`config.mk`:
```
export PLATFORM = sky130hd
export DESIGN_NAME = button_debounce_glitch_tolerant_core
export DESIGN_NICKNAME = d
export VERILOG_FILES = /design/src/design/bdg_pkg.sv /design/src/design/bdg_lane.sv /design/src/design/bdg_merge.sv /design/src/design/button_debounce_glitch_tolerant_core.sv
export SDC_FILE = /design/constraint.sdc
export NUM_CORES = 1
export LEC_CHECK = 0
export BUFFER_PORTS_ARGS = -buffer_cell sky130_fd_sc_hd__buf_2
export CAP_MARGIN = 20
export CORE_MARGIN = 2
export CORE_UTILIZATION = 60
export CTS_BUF_LIST = sky130_fd_sc_hd__clkbuf_8
export CTS_CLUSTER_DIAMETER = 100
export DETAILED_ROUTE_END_ITERATION = 16
export GPL_ROUTABILITY_DRIVEN = 0
export PLACE_DENSITY = 0.77
export SLEW_MARGIN = 20
export SYNTH_ARGS = -nofsm -noshare
export SYNTH_HDL_FRONTEND = slang
export SYNTH_SLANG_ARGS = --single-unit
```
`constraint.sdc`:
```
create_clock -name aclk -period 10.3 [get_ports aclk]
set_clock_uncertainty 0.1 [all_clocks]
set_input_delay 2.06 -clock aclk [delete_from_list [all_inputs] [get_ports aclk]]
set_output_delay 2.06 -clock aclk [all_outputs]
set_load 0.01 [all_outputs]
```
`src/design/bdg_pkg.sv`:
```
// shared types, constants and helpers for the glitch-tolerant button debouncer
package bdg_pkg;

    localparam int TIMER_W    = 10;
    localparam int LEVELS_W   = 6;
    localparam int MASK_W     = 6;
    localparam int CFG_IDX_W  = 8;
    localparam int S_TDATA_W  = 16;
    localparam int M_TDATA_W  = 16;

    localparam logic [TIMER_W-1:0] TIMER_MAX     = '1;
    localparam logic [TIMER_W-1:0] SETTLE_RESET  = 10'd30;
    localparam logic [TIMER_W-1:0] SPIKE_RESET   = 10'd8;

    localparam logic [CFG_IDX_W-1:0] CFG_SETTLE = 8'd0;
    localparam logic [CFG_IDX_W-1:0] CFG_SPIKE  = 8'd1;

    typedef enum logic [1:0] {
        PH_IDLE     = 2'd0,
        PH_DEBOUNCE = 2'd1,
        PH_FIRED    = 2'd2
    } phase_t;

    // per-word control shared by all lanes
    typedef struct packed {
        logic               accept;
        logic               startup;
        logic [TIMER_W-1:0] elapsed_ms;
    } poll_t;

    // thresholds from the configuration registers
    typedef struct packed {
        logic [TIMER_W-1:0] settle_ms;
        logic [TIMER_W-1:0] spike_ms;
    } thresh_t;

    // what one lane reports for the current word
    typedef struct packed {
        logic click;
        logic held;
    } lane_res_t;

    function automatic logic [TIMER_W-1:0] sat_add(
        input logic [TIMER_W-1:0] a,
        input logic [TIMER_W-1:0] b
    );
        logic [TIMER_W:0] sum;
        begin
            sum = {1'b0, a} + {1'b0, b};
            sat_add = sum[TIMER_W] ? TIMER_MAX : sum[TIMER_W-1:0];
        end
    endfunction

endpackage

```
`src/design/bdg_lane.sv`:
```
// one button lane: idle / debouncing / fired machine with saturating timers
module bdg_lane (
    input  logic              aclk,
    input  logic              aresetn,
    input  bdg_pkg::poll_t    poll,
    input  bdg_pkg::thresh_t  thresh,
    input  logic              low,
    output bdg_pkg::lane_res_t res
);
    import bdg_pkg::*;

    phase_t             phase_reg, phase_next;
    logic [TIMER_W-1:0] press_reg, press_next;
    logic [TIMER_W-1:0] rel_reg, rel_next;
    logic               rt_reg, rt_next;
    logic               held_reg, held_next;
    logic               fire;

    always_ff @(posedge aclk) begin
        if (!aresetn) begin
            phase_reg <= PH_IDLE;
            press_reg <= '0;
            rel_reg   <= '0;
            rt_reg    <= 1'b0;
            held_reg  <= 1'b0;
        end else if (poll.accept) begin
            phase_reg <= phase_next;
            press_reg <= press_next;
            rel_reg   <= rel_next;
            rt_reg    <= rt_next;
            held_reg  <= held_next;
        end
    end

    always_comb begin
        phase_next = phase_reg;
        press_next = press_reg;
        rel_next   = rel_reg;
        rt_next    = rt_reg;
        held_next  = held_reg;
        fire       = 1'b0;
        if (poll.startup) begin
            // boot guard: a button already down starts out fired
            if (low) begin
                phase_next = PH_FIRED;
                rt_next    = 1'b1;
                rel_next   = '0;
            end
        end else begin
            if (phase_reg == PH_DEBOUNCE) begin
                press_next = sat_add(press_reg, poll.elapsed_ms);
            end
            if (rt_reg) begin
                rel_next = sat_add(rel_reg, poll.elapsed_ms);
            end
            unique case (phase_reg)
                PH_DEBOUNCE: begin
                    if (!low) begin
                        if (!rt_reg) begin
                            rt_next  = 1'b1;
                            rel_next = '0;
                        end else if (rel_next >= thresh.spike_ms) begin
                            phase_next = PH_IDLE;
                            rt_next    = 1'b0;
                        end
                    end else begin
                        rt_next = 1'b0;
                        if (press_next >= thresh.settle_ms) begin
                            held_next  = 1'b1;
                            phase_next = PH_FIRED;
                            fire       = 1'b1;
                        end
                    end
                end
                PH_FIRED: begin
                    if (low) begin
                        rt_next = 1'b0;
                    end else if (!rt_reg) begin
                        rt_next  = 1'b1;
                        rel_next = '0;
                    end else if (rel_next >= thresh.settle_ms) begin
                        phase_next = PH_IDLE;
                        rt_next    = 1'b0;
                        held_next  = 1'b0;
                    end
                end
                default: begin
                    // idle, and the unused code behaves the same
                    if (low) begin
                        phase_next = PH_DEBOUNCE;
                        press_next = '0;
                        rt_next    = 1'b0;
                    end
                end
            endcase
        end
    end

    assign res.click = poll.accept & fire;
    assign res.held  = held_next;

    // held is only ever set while the lane sits in fired
    a_held_only_fired: assert property (@(posedge aclk) disable iff (!aresetn)
        held_reg |-> (phase_reg == PH_FIRED))
        else $error("lane held outside fired phase");

    // an idle lane never times a high spell
    a_idle_no_timing: assert property (@(posedge aclk) disable iff (!aresetn)
        (phase_reg == PH_IDLE) |-> !rt_reg)
        else $error("idle lane has release timing set");

    // a click leaves the lane fired and held
    a_click_then_held: assert property (@(posedge aclk) disable iff (!aresetn)
        res.click |=> (held_reg && phase_reg == PH_FIRED))
        else $error("click did not leave lane fired and held");

    // clicks only come from a debouncing lane on a normal poll
    a_click_source: assert property (@(posedge aclk) disable iff (!aresetn)
        res.click |-> (!poll.startup && phase_reg == PH_DEBOUNCE))
        else $error("click from wrong phase or startup word");

endmodule

```
`src/design/bdg_merge.sv`:
```
// merge of lane results into the click / held masks and the output register
module bdg_merge #(
    parameter int NUM_BUTTONS = 6
) (
    input  logic                                   aclk,
    input  logic                                   aresetn,
    input  logic                                   in_accept,
    input  bdg_pkg::lane_res_t [NUM_BUTTONS-1:0]   lane_res,
    output logic                                   in_ready,
    output logic                                   m_tvalid,
    input  logic                                   m_tready,
    output logic [bdg_pkg::M_TDATA_W-1:0]          m_tdata
);
    import bdg_pkg::*;

    logic [MASK_W-1:0] click_next, held_next;
    logic [MASK_W-1:0] click_reg, held_reg;
    logic              valid_reg;

    // lanes past the mask width are dropped, missing lanes read as zero
    for (genvar j = 0; j < MASK_W; j++) begin : g_mask
        if (j < NUM_BUTTONS) begin : g_lane
            assign click_next[j] = lane_res[j].click;
            assign held_next[j]  = lane_res[j].held;
        end else begin : g_none
            assign click_next[j] = 1'b0;
            assign held_next[j]  = 1'b0;
        end
    end

    assign in_ready = !valid_reg || m_tready;

    always_ff @(posedge aclk) begin
        if (!aresetn) begin
            valid_reg <= 1'b0;
        end else if (in_accept) begin
            valid_reg <= 1'b1;
        end else if (m_tready) begin
            valid_reg <= 1'b0;
        end
    end

    always_ff @(posedge aclk) begin
        if (in_accept) begin
            click_reg <= click_next;
            held_reg  <= held_next;
        end
    end

    assign m_tvalid = valid_reg;
    assign m_tdata  = {{(M_TDATA_W - 2*MASK_W){1'b0}}, held_reg, click_reg};

endmodule

```
`src/design/button_debounce_glitch_tolerant_core.sv`:
```
// top level of the glitch-tolerant button debouncer
// Each input word is one poll of up to six active-low buttons plus the
// milliseconds since the previous poll; a startup flag in tuser marks the
// first poll, on which buttons already down are taken as fired without a
// click. Every button has its own lane (idle, debouncing, fired) and all
// lanes update together, so the core takes one word per clock and returns
// exactly one word per poll, in the cycle after acceptance, from an output
// register; it keeps taking words while that register drains, stalling only
// when a result is waiting and m_tready is low. Thresholds come from two
// registers on the cfg port (index 0 settle time for press and re-arm,
// reset 30; index 1 spike time forgiven while debouncing, reset 8), written
// only while the core is idle: the user must keep to this, the core does not
// enforce it. There are no memories and no clearing pass after reset.
module button_debounce_glitch_tolerant_core #(
    parameter int NUM_BUTTONS = 6
) (
    input  logic                              aclk,
    input  logic                              aresetn,
    // poll words
    input  logic                              s_tvalid,
    output logic                              s_tready,
    input  logic [bdg_pkg::S_TDATA_W-1:0]     s_tdata,  // levels_low[5:0], elapsed_ms[15:6]
    input  logic                              s_tuser,  // startup
    // result words
    output logic                              m_tvalid,
    input  logic                              m_tready,
    output logic [bdg_pkg::M_TDATA_W-1:0]     m_tdata,  // click_mask[5:0], held_mask[11:6], zero
    // configuration writes
    input  logic                              cfg_valid,
    output logic                              cfg_ready,
    input  logic [bdg_pkg::CFG_IDX_W-1:0]     cfg_index,
    input  logic [bdg_pkg::TIMER_W-1:0]       cfg_data
);
    import bdg_pkg::*;

    logic [TIMER_W-1:0]               settle_ms_reg;
    logic [TIMER_W-1:0]               spike_ms_reg;
    logic [LEVELS_W-1:0]              levels_low;
    poll_t                            poll;
    thresh_t                          thresh;
    lane_res_t [NUM_BUTTONS-1:0]      lane_res;

    // configuration registers, always ready
    assign cfg_ready = 1'b1;

    always_ff @(posedge aclk) begin
        if (!aresetn) begin
            settle_ms_reg <= SETTLE_RESET;
            spike_ms_reg  <= SPIKE_RESET;
        end else if (cfg_valid) begin
            unique case (cfg_index)
                CFG_SETTLE: settle_ms_reg <= cfg_data;
                CFG_SPIKE:  spike_ms_reg  <= cfg_data;
                default: ;  // unknown index, write dropped
            endcase
        end
    end

    assign thresh.settle_ms = settle_ms_reg;
    assign thresh.spike_ms  = spike_ms_reg;

    // unpack the poll word
    assign levels_low      = s_tdata[LEVELS_W-1:0];
    assign poll.accept     = s_tvalid && s_tready;
    assign poll.startup    = s_tuser;
    assign poll.elapsed_ms = s_tdata[LEVELS_W +: TIMER_W];

    // one lane per button; lanes past the level field always read high
    for (genvar i = 0; i < NUM_BUTTONS; i++) begin : g_lane
        logic low;
        if (i < LEVELS_W) begin : g_in
            assign low = levels_low[i];
        end else begin : g_high
            assign low = 1'b0;
        end

        bdg_lane u_lane (
            .aclk    (aclk),
            .aresetn (aresetn),
            .poll    (poll),
            .thresh  (thresh),
            .low     (low),
            .res     (lane_res[i])
        );
    end

    // combine lane results into the result word and hold it for the sink
    bdg_merge #(
        .NUM_BUTTONS (NUM_BUTTONS)
    ) u_merge (
        .aclk      (aclk),
        .aresetn   (aresetn),
        .in_accept (poll.accept),
        .lane_res  (lane_res),
        .in_ready  (s_tready),
        .m_tvalid  (m_tvalid),
        .m_tready  (m_tready),
        .m_tdata   (m_tdata)
    );

endmodule

```
After elaboration in Yosys (flattened, before gate mapping)
Cells that the tools add are included.

operators by class
  bitwise logic cells = 7
  order comparisons = 18
  add/subtract/negate cells = 12
  equality and inequality tests = 55
  reduce and logical (&&, ||, !) cells = 38
  muxes and demuxes = 272

operators with widths
  cell                number
  $mux 10             78
  $ge 10x10->1        18
  $add 10x10->11      12
  $mux 2              60
  $mux 1              116
  $ne 3x2->1 const B  18
  $reduce_and 9->1    6
  $ne 3x3->1 const B  12
  $ne 4x4->1 const B  6
  $pmux 1 s2          12
  $pmux 2 s2          6
  $reduce_and 2->1    9
  $reduce_and 3->1    6
  $reduce_bool 3->1   6
  $eq 2x1->1 const B  6
  $eq 2x2->1 const B  6
  $ne 2x2->1 const B  6
  $reduce_or 2->1     6
  $eq 8x1->1 const B  1
  $logic_not 8->1     1
  $and 1x1->1         6
  $reduce_bool 2->1   1
  $logic_and 1x1->1   1
  $logic_not 1->1     1
  2 further kinds     2

word-level totals
  logic and storage cells = 437
  output and inout port bits = 19
  bits in registers = 177

Longest topological paths before layout
Gate-level depths: netlist (run 1).

  word-level depth = 10
  depth in mapped cells = 19

By module
From an unflattened synthesis (run 1), not the netlist that was laid out.

unflattened totals
  cell total of the unflattened synthesis = 2,385
  area, all modules = 18,954.4 sq um

modules (own cells, without submodules)
  module                                seq. area each (sq um)  cells each  times used  area each (sq um)
  bdg_lane at g_lane[2].u_lane ...      480.5                   393         2           3,060.4
  bdg_lane at g_lane[4].u_lane ...      480.5                   366         2           2,845.2
  bdg_lane at g_lane[0].u_lane          480.5                   384         1           2,996.6
  bdg_lane at g_lane[1].u_lane          480.5                   373         1           2,860.2
  button_debounce_glitch_tolerant_core  400.4                   89          1           843.3
  bdg_merge                             380.4                   21          1           442.9

Least setup slack after synthesis (run 1)
No wires, ideal clock.

  path kind = input-to-reg
  start point = in s_tdata[6] (netlist bit)
  end point = reg g_lane[4].u_lane.phase_reg[0]
  arrival time = 5.496 ns
  buffers on the path = 1
  stages = 19
  path slack = 4.633 ns
  data required time = 10.128 ns
  cells stage by stage = ha_1 fa_1 and2_1 o21ai_1 a21oi_1 o41ai_2 o21ai_1 clkbuf_1 nor2_1 nor2_1 ha_1 or3b_1 a221o_1 a21o_1 a31oi_1 a211oi_1 a22o_1 o211ai_2 mux2i_1

between the ends
  cells in the longest elaborated chain, start to end = 7
  elaborated cells between the ends (all ways) = 15
  those cells by class = 2 x add/sub; 3 x order compare; 3 x eq/ne; 6 x mux; 1 x reduce/logical

RTL lines
  item                                                 line                                            RTL
  start: declaration                                   button_debounce_glitch_tolerant_core.sv:22      input logic [bdg_pkg::S_TDATA_W-1:0] s_tdata,
  $add 10x10->11                                       bdg_pkg.sv:49                                   sum = {1'b0, a} + {1'b0, b};
  $mux 10                                              bdg_pkg.sv:50                                   sat_add = sum[TIMER_W] ? TIMER_MAX : sum[TIMER_W-1:0];
  $mux 10, on equally long branches                    bdg_lane.sv:50, bdg_lane.sv:53
  $mux 10                                              bdg_lane.sv:42                                  if (poll.startup) begin
  $ge 10x10->1, on equally long branches               bdg_lane.sv:68, bdg_lane.sv:62, bdg_lane.sv:81
  $ne 4x4->1 (no source line) (tied with other cells)  --
  $reduce_and 9->1 (no source line) *                  --
  end signal: assignment                               bdg_lane.sv:27                                  phase_reg <= phase_next;
  end: declaration                                     bdg_lane.sv:12                                  phase_t phase_reg, phase_next;

Every way passes the cells marked *; elsewhere a longest branch is shown, timed or not. The select of a mux whose other input is x is not followed.
A chain may end at the register's enable or synchronous reset.

Worst setup path after layout (run 1)
  start point = in s_tdata[6] (netlist bit)
  end point = reg g_lane[2].u_lane.rt_reg

between the ends
  cells in the longest elaborated chain, start to end = 10
  elaborated cells between the ends (all ways) = 14
  those cells by class = 1 x add/sub; 2 x order compare; 11 x mux

RTL lines
  item                                    line                            RTL
  $add 10x10->11 *                        bdg_pkg.sv:49
  $mux 10 *                               bdg_pkg.sv:50
  $mux 10 *                               bdg_lane.sv:53                  if (rt_reg) begin
  $mux 10 *                               bdg_lane.sv:42
  $ge 10x10->1, on equally long branches  bdg_lane.sv:81, bdg_lane.sv:62
  $mux 1, on equally long branches        bdg_lane.sv:81, bdg_lane.sv:62
  $mux 1, on equally long branches        bdg_lane.sv:78, bdg_lane.sv:59
  $mux 1, on equally long branches        bdg_lane.sv:76, bdg_lane.sv:58
  $pmux 1 s2 *                            bdg_lane.sv:56                  unique case (phase_reg)
  $mux 1 *                                bdg_lane.sv:42
  end signal: assignment                  bdg_lane.sv:30                  rt_reg <= rt_next;
  end: declaration                        bdg_lane.sv:15                  logic rt_reg, rt_next;

Marks and branches as above.

==> qor.yml, run 1 <==
dieHeight_um: 174
worstPathArrival_ns: 6.54
detail-route-antenna-nets: 0
num_vias: 17300
drt_pre_antenna_iters: 8
grt_setup_unrepaired: "no"
rows: 62
cts.clk_slew.worst_paths_ns: 0.10
number_of_hold_violations_in_the_final_report: 0
worst_slew_margin_pct: 27.3
grt_start_max_net_pins: 49
async_reset_ff_share_pct: 0
hold-worst-slack_ns: 0.386
cts_sinks: 177
crit_path_max_incr_delay_ns: 0.53
clock_tree_from_tritoncts: "yes"
vias_per_cell: 6.48
post-place-cells: 2630
globalRouteTotalUtil_pct: 34.6
worst_path_fanout_max: 12
cts_buffer_depth: 2
leakage_nw: 8.78
grt-ovfl-total: 0
cp-end-kind: "flop"
yosysSeqAreaShare_pct: 21.0
num_io_pins: 59
post-route-worst-setup-slack_ns: 4.09
timing.final.crit_share_pct: 60.3
synth_warnings: 0
regToRegSetupSlack_ns: 5.72
grt_first_pass_wirelength_mm: 84.3
power.ir.vdd_worst_mv: 0.0709
antenna_found_initial: 1
syn_inst: 2245
die_outline_area_sq_um: 30400
post_route_cells_drive_above_1_share_pct: 5.31
routed_wire_length_per_instance_um: 19.9
vias_in_the_first_global_route: 16300
status: "complete, no violations"
die-width_um: 174
synth_area_sq_um: 17400
library_cell_used_as_clock_root_buffer: "clkbuf_8"
synth_register_bits: 177
cp-start-kind: "input port"
synth_top_area_cell: "ha_1"
drt_first_iter_violations: 1671
setup_tns_ns: 0
antennaDiodeCount: 0
post-cts-setup-buffers: 0
placement.setup.worst_slack_ns: 3.68
worst_path_max_delay_cell: "a2111oi_0"
post_cts_resize_count: 0
cts_max_level: 4
cpMostUsedCell: "a21oi_1"
numPortBuffers: 53
cts_buffers: 17
worstHoldPathType: "reg -> reg"
period_needed_ns: 6.21
clk-insertion-delay-late_ns: 0.51
finalWirelength_mm: 53.1
placeableCoreArea_sq_um: 28600
syn_to_final_growth_pct: 5.84
synthesis.area_per_instance_sq_um: 7.76
max-cap-violations: 0
remaining_drc_errors: 0
initial_core_util_pct: 60.9
transition_at_the_pin_with_the_smallest_max_transition_slack_ns: 1.09
cts_hold_buffers: 0
yosys.cell_types.count: 79
final_cell_count_no_fill: 2662
synth_area_leaders: "ha_1, dfxtp_1, nor2_1"
finalNetCount: 2629
slew_viol_final: 0
setup_viol: 0
critical_path.cell_chain: "buf_2 -> ha_1 -> fa_1 -> and2_1 -> o21ai_1 -> a21oi_1 -> o41ai_2 -> o21ai_1 -> nor2_1 -> nor2_1 -> ha_1 -> a21oi_1 -> nor2b_1 -> a2111oi_0 -> o211ai_1 -> a21oi_1 -> a31oi_1 -> o21a_1 -> a21oi_1"
critical_path_required_ns: 10.63
primary_ff_master_synth: "dfxtp_1"
power.density_cell_area_nw_per_um2: 99.8
detailed_place_hpwl_mm: 36.7
synth_edf_count: 12
max_freq_ghz: 0.161
worstSetupPathType: "in -> reg"
synth_top_area_share_pct: 22.4
final_util_pct: 64.5
## final timing paths
path	endpoint	from	depth (start not counted)
worst max-delay path	g_lane[2].u_lane.rt_reg	s_tdata[6]	19
worst min register to register	g_lane[1].u_lane.rel_reg[9]	g_lane[1].u_lane.rel_reg[9]	2
worst max register to register	g_lane[2].u_lane.rt_reg	g_lane[2].u_lane.rel_reg[0]	18
worst min-delay path	g_lane[1].u_lane.rel_reg[9]	g_lane[1].u_lane.rel_reg[9]	2
## kinds of logic (layout without fill, tap and decap cells)
family / after synthesis / in the layout / share of synthesized area, %
XOR/XNOR: 57 / 57 / 2.86
other: 2 / 5 / 0.0431
buffers and inverters: 143 / 173 / 3.23
AND/OR/NAND/NOR: 751 / 751 / 19.3
flip-flops: 177 / 177 / 21.0
adder cells (fa/ha/maj): 324 / 324 / 23.8
AO/OA/AOI/OAI: 766 / 766 / 28.3
multiplexers: 25 / 25 / 1.44
## cells in the final DEF (no fill, tap or decap), types with 17 or more instances in the layout
| cell | synthesis | final |
|---|---|---|
| a31oi_1 | 32 | 32 |
| and3_1 | 17 | 17 |
| o21ai_1 | 51 | 51 |
| o21a_1 | 45 | 45 |
| inv_1 | 71 | 71 |
| o22a_1 | 23 | 23 |
| xnor2_1 | 30 | 30 |
| nand2b_1 | 45 | 45 |
| o21ai_0 | 86 | 86 |
| a21oi_1 | 250 | 250 |
| nand2_1 | 146 | 146 |
| ha_1 | 312 | 312 |
| o22ai_1 | 22 | 22 |
| a21o_1 | 89 | 89 |
| nor2b_1 | 29 | 29 |
| nor3_1 | 25 | 25 |
| buf_2 | 6 | 53 |
| clkbuf_8 | 0 | 17 |
| nor2_1 | 376 | 373 |
| nand4_1 | 18 | 18 |
| nand3_1 | 36 | 36 |
| a211oi_1 | 26 | 26 |
| xor2_1 | 27 | 27 |
| dfxtp_1 | 165 | 165 |
| mux2i_1 | 25 | 25 |
## report_power, final
part / switching, W / internal (W) / leakage [nW]
Clock: 0.000315 / 0.000228 / 0.216
Combinational: 0.000350 / 0.000214 / 7.11
Sequential: 0.0000243 / 0.000710 / 1.46
## per-stage QoR
| stage | area [sq um] | power, W |
|---|---|---|
| detailed placement | 18000 | 0.00130 |
| global placement | 18000 | 0.00127 |
| global route | 18400 | 0.00194 |
| floorplan | 17400 | 0.00115 |
| CTS | 18400 | 0.00183 |
| finish | 18400 | 0.00184 |
## layer usage
layer  global-route usage [%]  up-vias  part of all wire [%]  wire, um
met5                        0        -                 0.028        15
met4                     12.5        2                   3.4      1800
met3                     5.49      134                   9.0      4770
met2                     57.4      748                    45     23800
met1                     45.5     8080                    43     22700
li1                         -     8291                     -         -
## synth_stat cells, drive strengths merged, types with 11 or more instances
| library cell | number |
|---|---|
| nor2 | 376 |
| ha | 312 |
| a21oi | 251 |
| dfxtp | 165 |
| nand2 | 146 |
| o21ai | 137 |
| a21o | 89 |
| inv | 73 |
| clkbuf | 55 |
| nand2b | 45 |
| o21a | 45 |
| nand3 | 36 |
| a31oi | 32 |
| xnor2 | 30 |
| nor2b | 29 |
| xor2 | 27 |
| a211oi | 26 |
| mux2i | 25 |
| nor3 | 25 |
| o22a | 23 |
| o22ai | 22 |
| nand4 | 18 |
| and3 | 17 |
| o211ai | 16 |
| a22o | 15 |
| buf | 15 |
| edfxtp | 12 |
| fa | 12 |
| o31ai | 12 |
| o21bai | 11 |
## layout make-up
type                       count  area, sq um
sequential                   177         3660
tap                          384          480
multi-input combinational   1928        13200
fill                        2496        10200
inverter                      73          274
clock inverter                15          191
timing repair buffer          68          378
clock buffer                  17          234
## critical path: cells and delay by family
kind	cells	cell delay, ns
buf+inv	1	0.29
simple gates	4	0.55
compound gates	11	2.57
fa+ha+maj	3	1.06
No activity file was read; power rests on OpenSTA's default activity.
==> run 2, diff against run 1 <==
==> constraint.sdc (replaced) <==
create_clock -name aclk -period 6.2 [get_ports aclk]
set_clock_uncertainty 0.1 [all_clocks]
set_input_delay 1.24 -clock aclk [delete_from_list [all_inputs] [get_ports aclk]]
set_output_delay 1.24 -clock aclk [all_outputs]
set_load 0.01 [all_outputs]
==> qor.yml, run 2 (synthesis results as in run 1) <==
rr_startpoint: "g_lane[4].u_lane.rel_reg[0]"
worst_slew_margin_pct: 26.9
timing.final.crit_share_pct: 86.0
critical_path_required_ns: 6.53
grt_start_max_net_pins: 49
cts_sinks: 177
cts_hold_buffers: 0
worst_path_max_delay_cell: "fa_1"
hold-worst-slack_ns: 0.386
transition_at_the_pin_with_the_smallest_max_transition_slack_ns: 1.10
worst_path_fanout_max: 12
syn_to_final_growth_pct: 5.87
critical_path.cell_chain: "buf_2 -> ha_1 -> fa_1 -> and2_1 -> o21ai_1 -> a21oi_1 -> o41ai_2 -> o21ai_1 -> nor2_1 -> nor2_1 -> ha_1 -> a21o_1 -> a21oi_1 -> o221ai_1 -> a221oi_1 -> a211oi_1 -> a22o_1 -> o211ai_2 -> mux2i_1"
grt_setup_unrepaired: "no"
remaining_drc_errors: 0
vias_in_the_first_global_route: 16000
worstHoldPathType: "reg -> reg"
grt-ovfl-total: 0
status: "complete, no violations"
detailed_place_hpwl_mm: 37.0
antennaDiodeCount: 0
drt_pre_antenna_iters: 6
routed_wire_length_per_instance_um: 19.9
drt_first_iter_violations: 1699
detail-route-antenna-nets: 0
dieHeight_um: 174
cts.clk_slew.worst_paths_ns: 0.10
vias_per_cell: 6.42
die_outline_area_sq_um: 30400
max-cap-violations: 0
numPortBuffers: 53
initial_core_util_pct: 60.9
leakage_nw: 8.79
rows: 62
post_route_cells_drive_above_1_share_pct: 5.56
period_needed_ns: 5.33
setup_tns_ns: 0
post_cts_resize_count: 0
cp-start-kind: "input port"
cts_max_level: 4
final_cell_mix: "nor2_1, ha_1, a21oi_1"
post-cts-setup-buffers: 0
cp-end-kind: "flop"
num_vias: 17100
reg2reg_depth: 18
crit_path_max_incr_delay_ns: 0.39
critical_path.endpoint: "g_lane[4].u_lane.phase_reg[0]"
number_of_hold_violations_in_the_final_report: 0
clock_tree_from_tritoncts: "yes"
power.density_cell_area_nw_per_um2: 163
grt_first_pass_wirelength_mm: 83.6
worstSetupPathDepth: 19
finalWirelength_mm: 53.1
die-width_um: 174
placeableCoreArea_sq_um: 28600
setup_viol: 0
globalRouteTotalUtil_pct: 34.4
clk-insertion-delay-late_ns: 0.50
slew_viol_final: 0
num_io_pins: 59
most_frequent_standard_cell_in_the_layout_excluding_fill_and_tap_cells: "nor2_1"
power.ir.vdd_worst_mv: 0.110
cts_buffer_depth: 2
critical_path.top_delay_family: "compound AO/OA/AOI/OAI gates"
timing.rr.end: "g_lane[4].u_lane.phase_reg[0]"
regToRegSetupSlack_ns: 1.68
library_cell_used_as_clock_root_buffer: "clkbuf_8"
cts_buffers: 17
antenna_found_initial: 1
max_freq_ghz: 0.188
worstPathArrival_ns: 5.66
critPathBufInv: 1
finalNetCount: 2635
worstSetupPathType: "in -> reg"
startpoint: "s_tdata[6]"
run 2: through the flow:
stage / power, W / instance area, sq um / std cells / setup WS (ns) / utilization [%]
2_1_floorplan: 0.00191 / 17400 / 2248 / 1.35 / -
3_3_place_gp: 0.00212 / 18100 / 2636 / 0.595 / 63.1
3_5_place_dp: 0.00216 / 18100 / 2636 / 0.431 / 63.1
4_1_cts: 0.00299 / 18500 / 2668 / 0.945 / 64.5
5_1_grt: 0.00316 / 18500 / 2668 / 0.570 / 64.5
6_report: 0.00300 / 18500 / 2668 / 0.867 / 64.5
run 2: how the worst min path moves through the flow:
stage | to | cells past startpoint | from
3_5_place_dp | g_lane[1].u_lane.press_reg[8] | 1 | g_lane[1].u_lane.press_reg[8]
3_3_place_gp | spike_ms_reg[3] | 2 | spike_ms_reg[3]
6_report | g_lane[1].u_lane.phase_reg[0] | 2 | g_lane[1].u_lane.phase_reg[0]
2_1_floorplan | spike_ms_reg[3] | 2 | spike_ms_reg[3]
5_1_grt | g_lane[1].u_lane.phase_reg[0] | 2 | g_lane[1].u_lane.phase_reg[0]
4_1_cts | g_lane[1].u_lane.phase_reg[0] | 2 | g_lane[1].u_lane.phase_reg[0]
run 2: layout make-up:
type / instances / area [sq um]
Multi-Input combinational cell: 1928 / 13200
Fill cell: 2497 / 10200
Sequential cell: 177 / 3660
Tap cell: 384 / 480
Timing Repair Buffer: 74 / 423
Inverter: 73 / 274
Clock buffer: 17 / 234
Clock inverter: 15 / 151
run 2: power breakdown:
group / total (W) / switching, W / internal [W]
Combinational: 0.000939 / 0.000580 / 0.000358
Sequential: 0.00122 / 0.0000401 / 0.00118
Clock: 0.000846 / 0.000514 / 0.000332
Total: 0.00300 / 0.00113 / 0.00187
run 2: layer usage:
metal	global-route usage (%)	part of all wire, %	up-vias
met2	55.5	44	722
met3	6.21	9.3	116
met1	46.4	43	7987
met4	11.7	3.3	2
met5	0	0.028	-
li1	-	-	8302
run 2: tightest hold or removal path: stages (launching register included):
cell,delay [ns]
dfxtp_1,0.34
nand2_1,0.06
a21oi_1,0.05
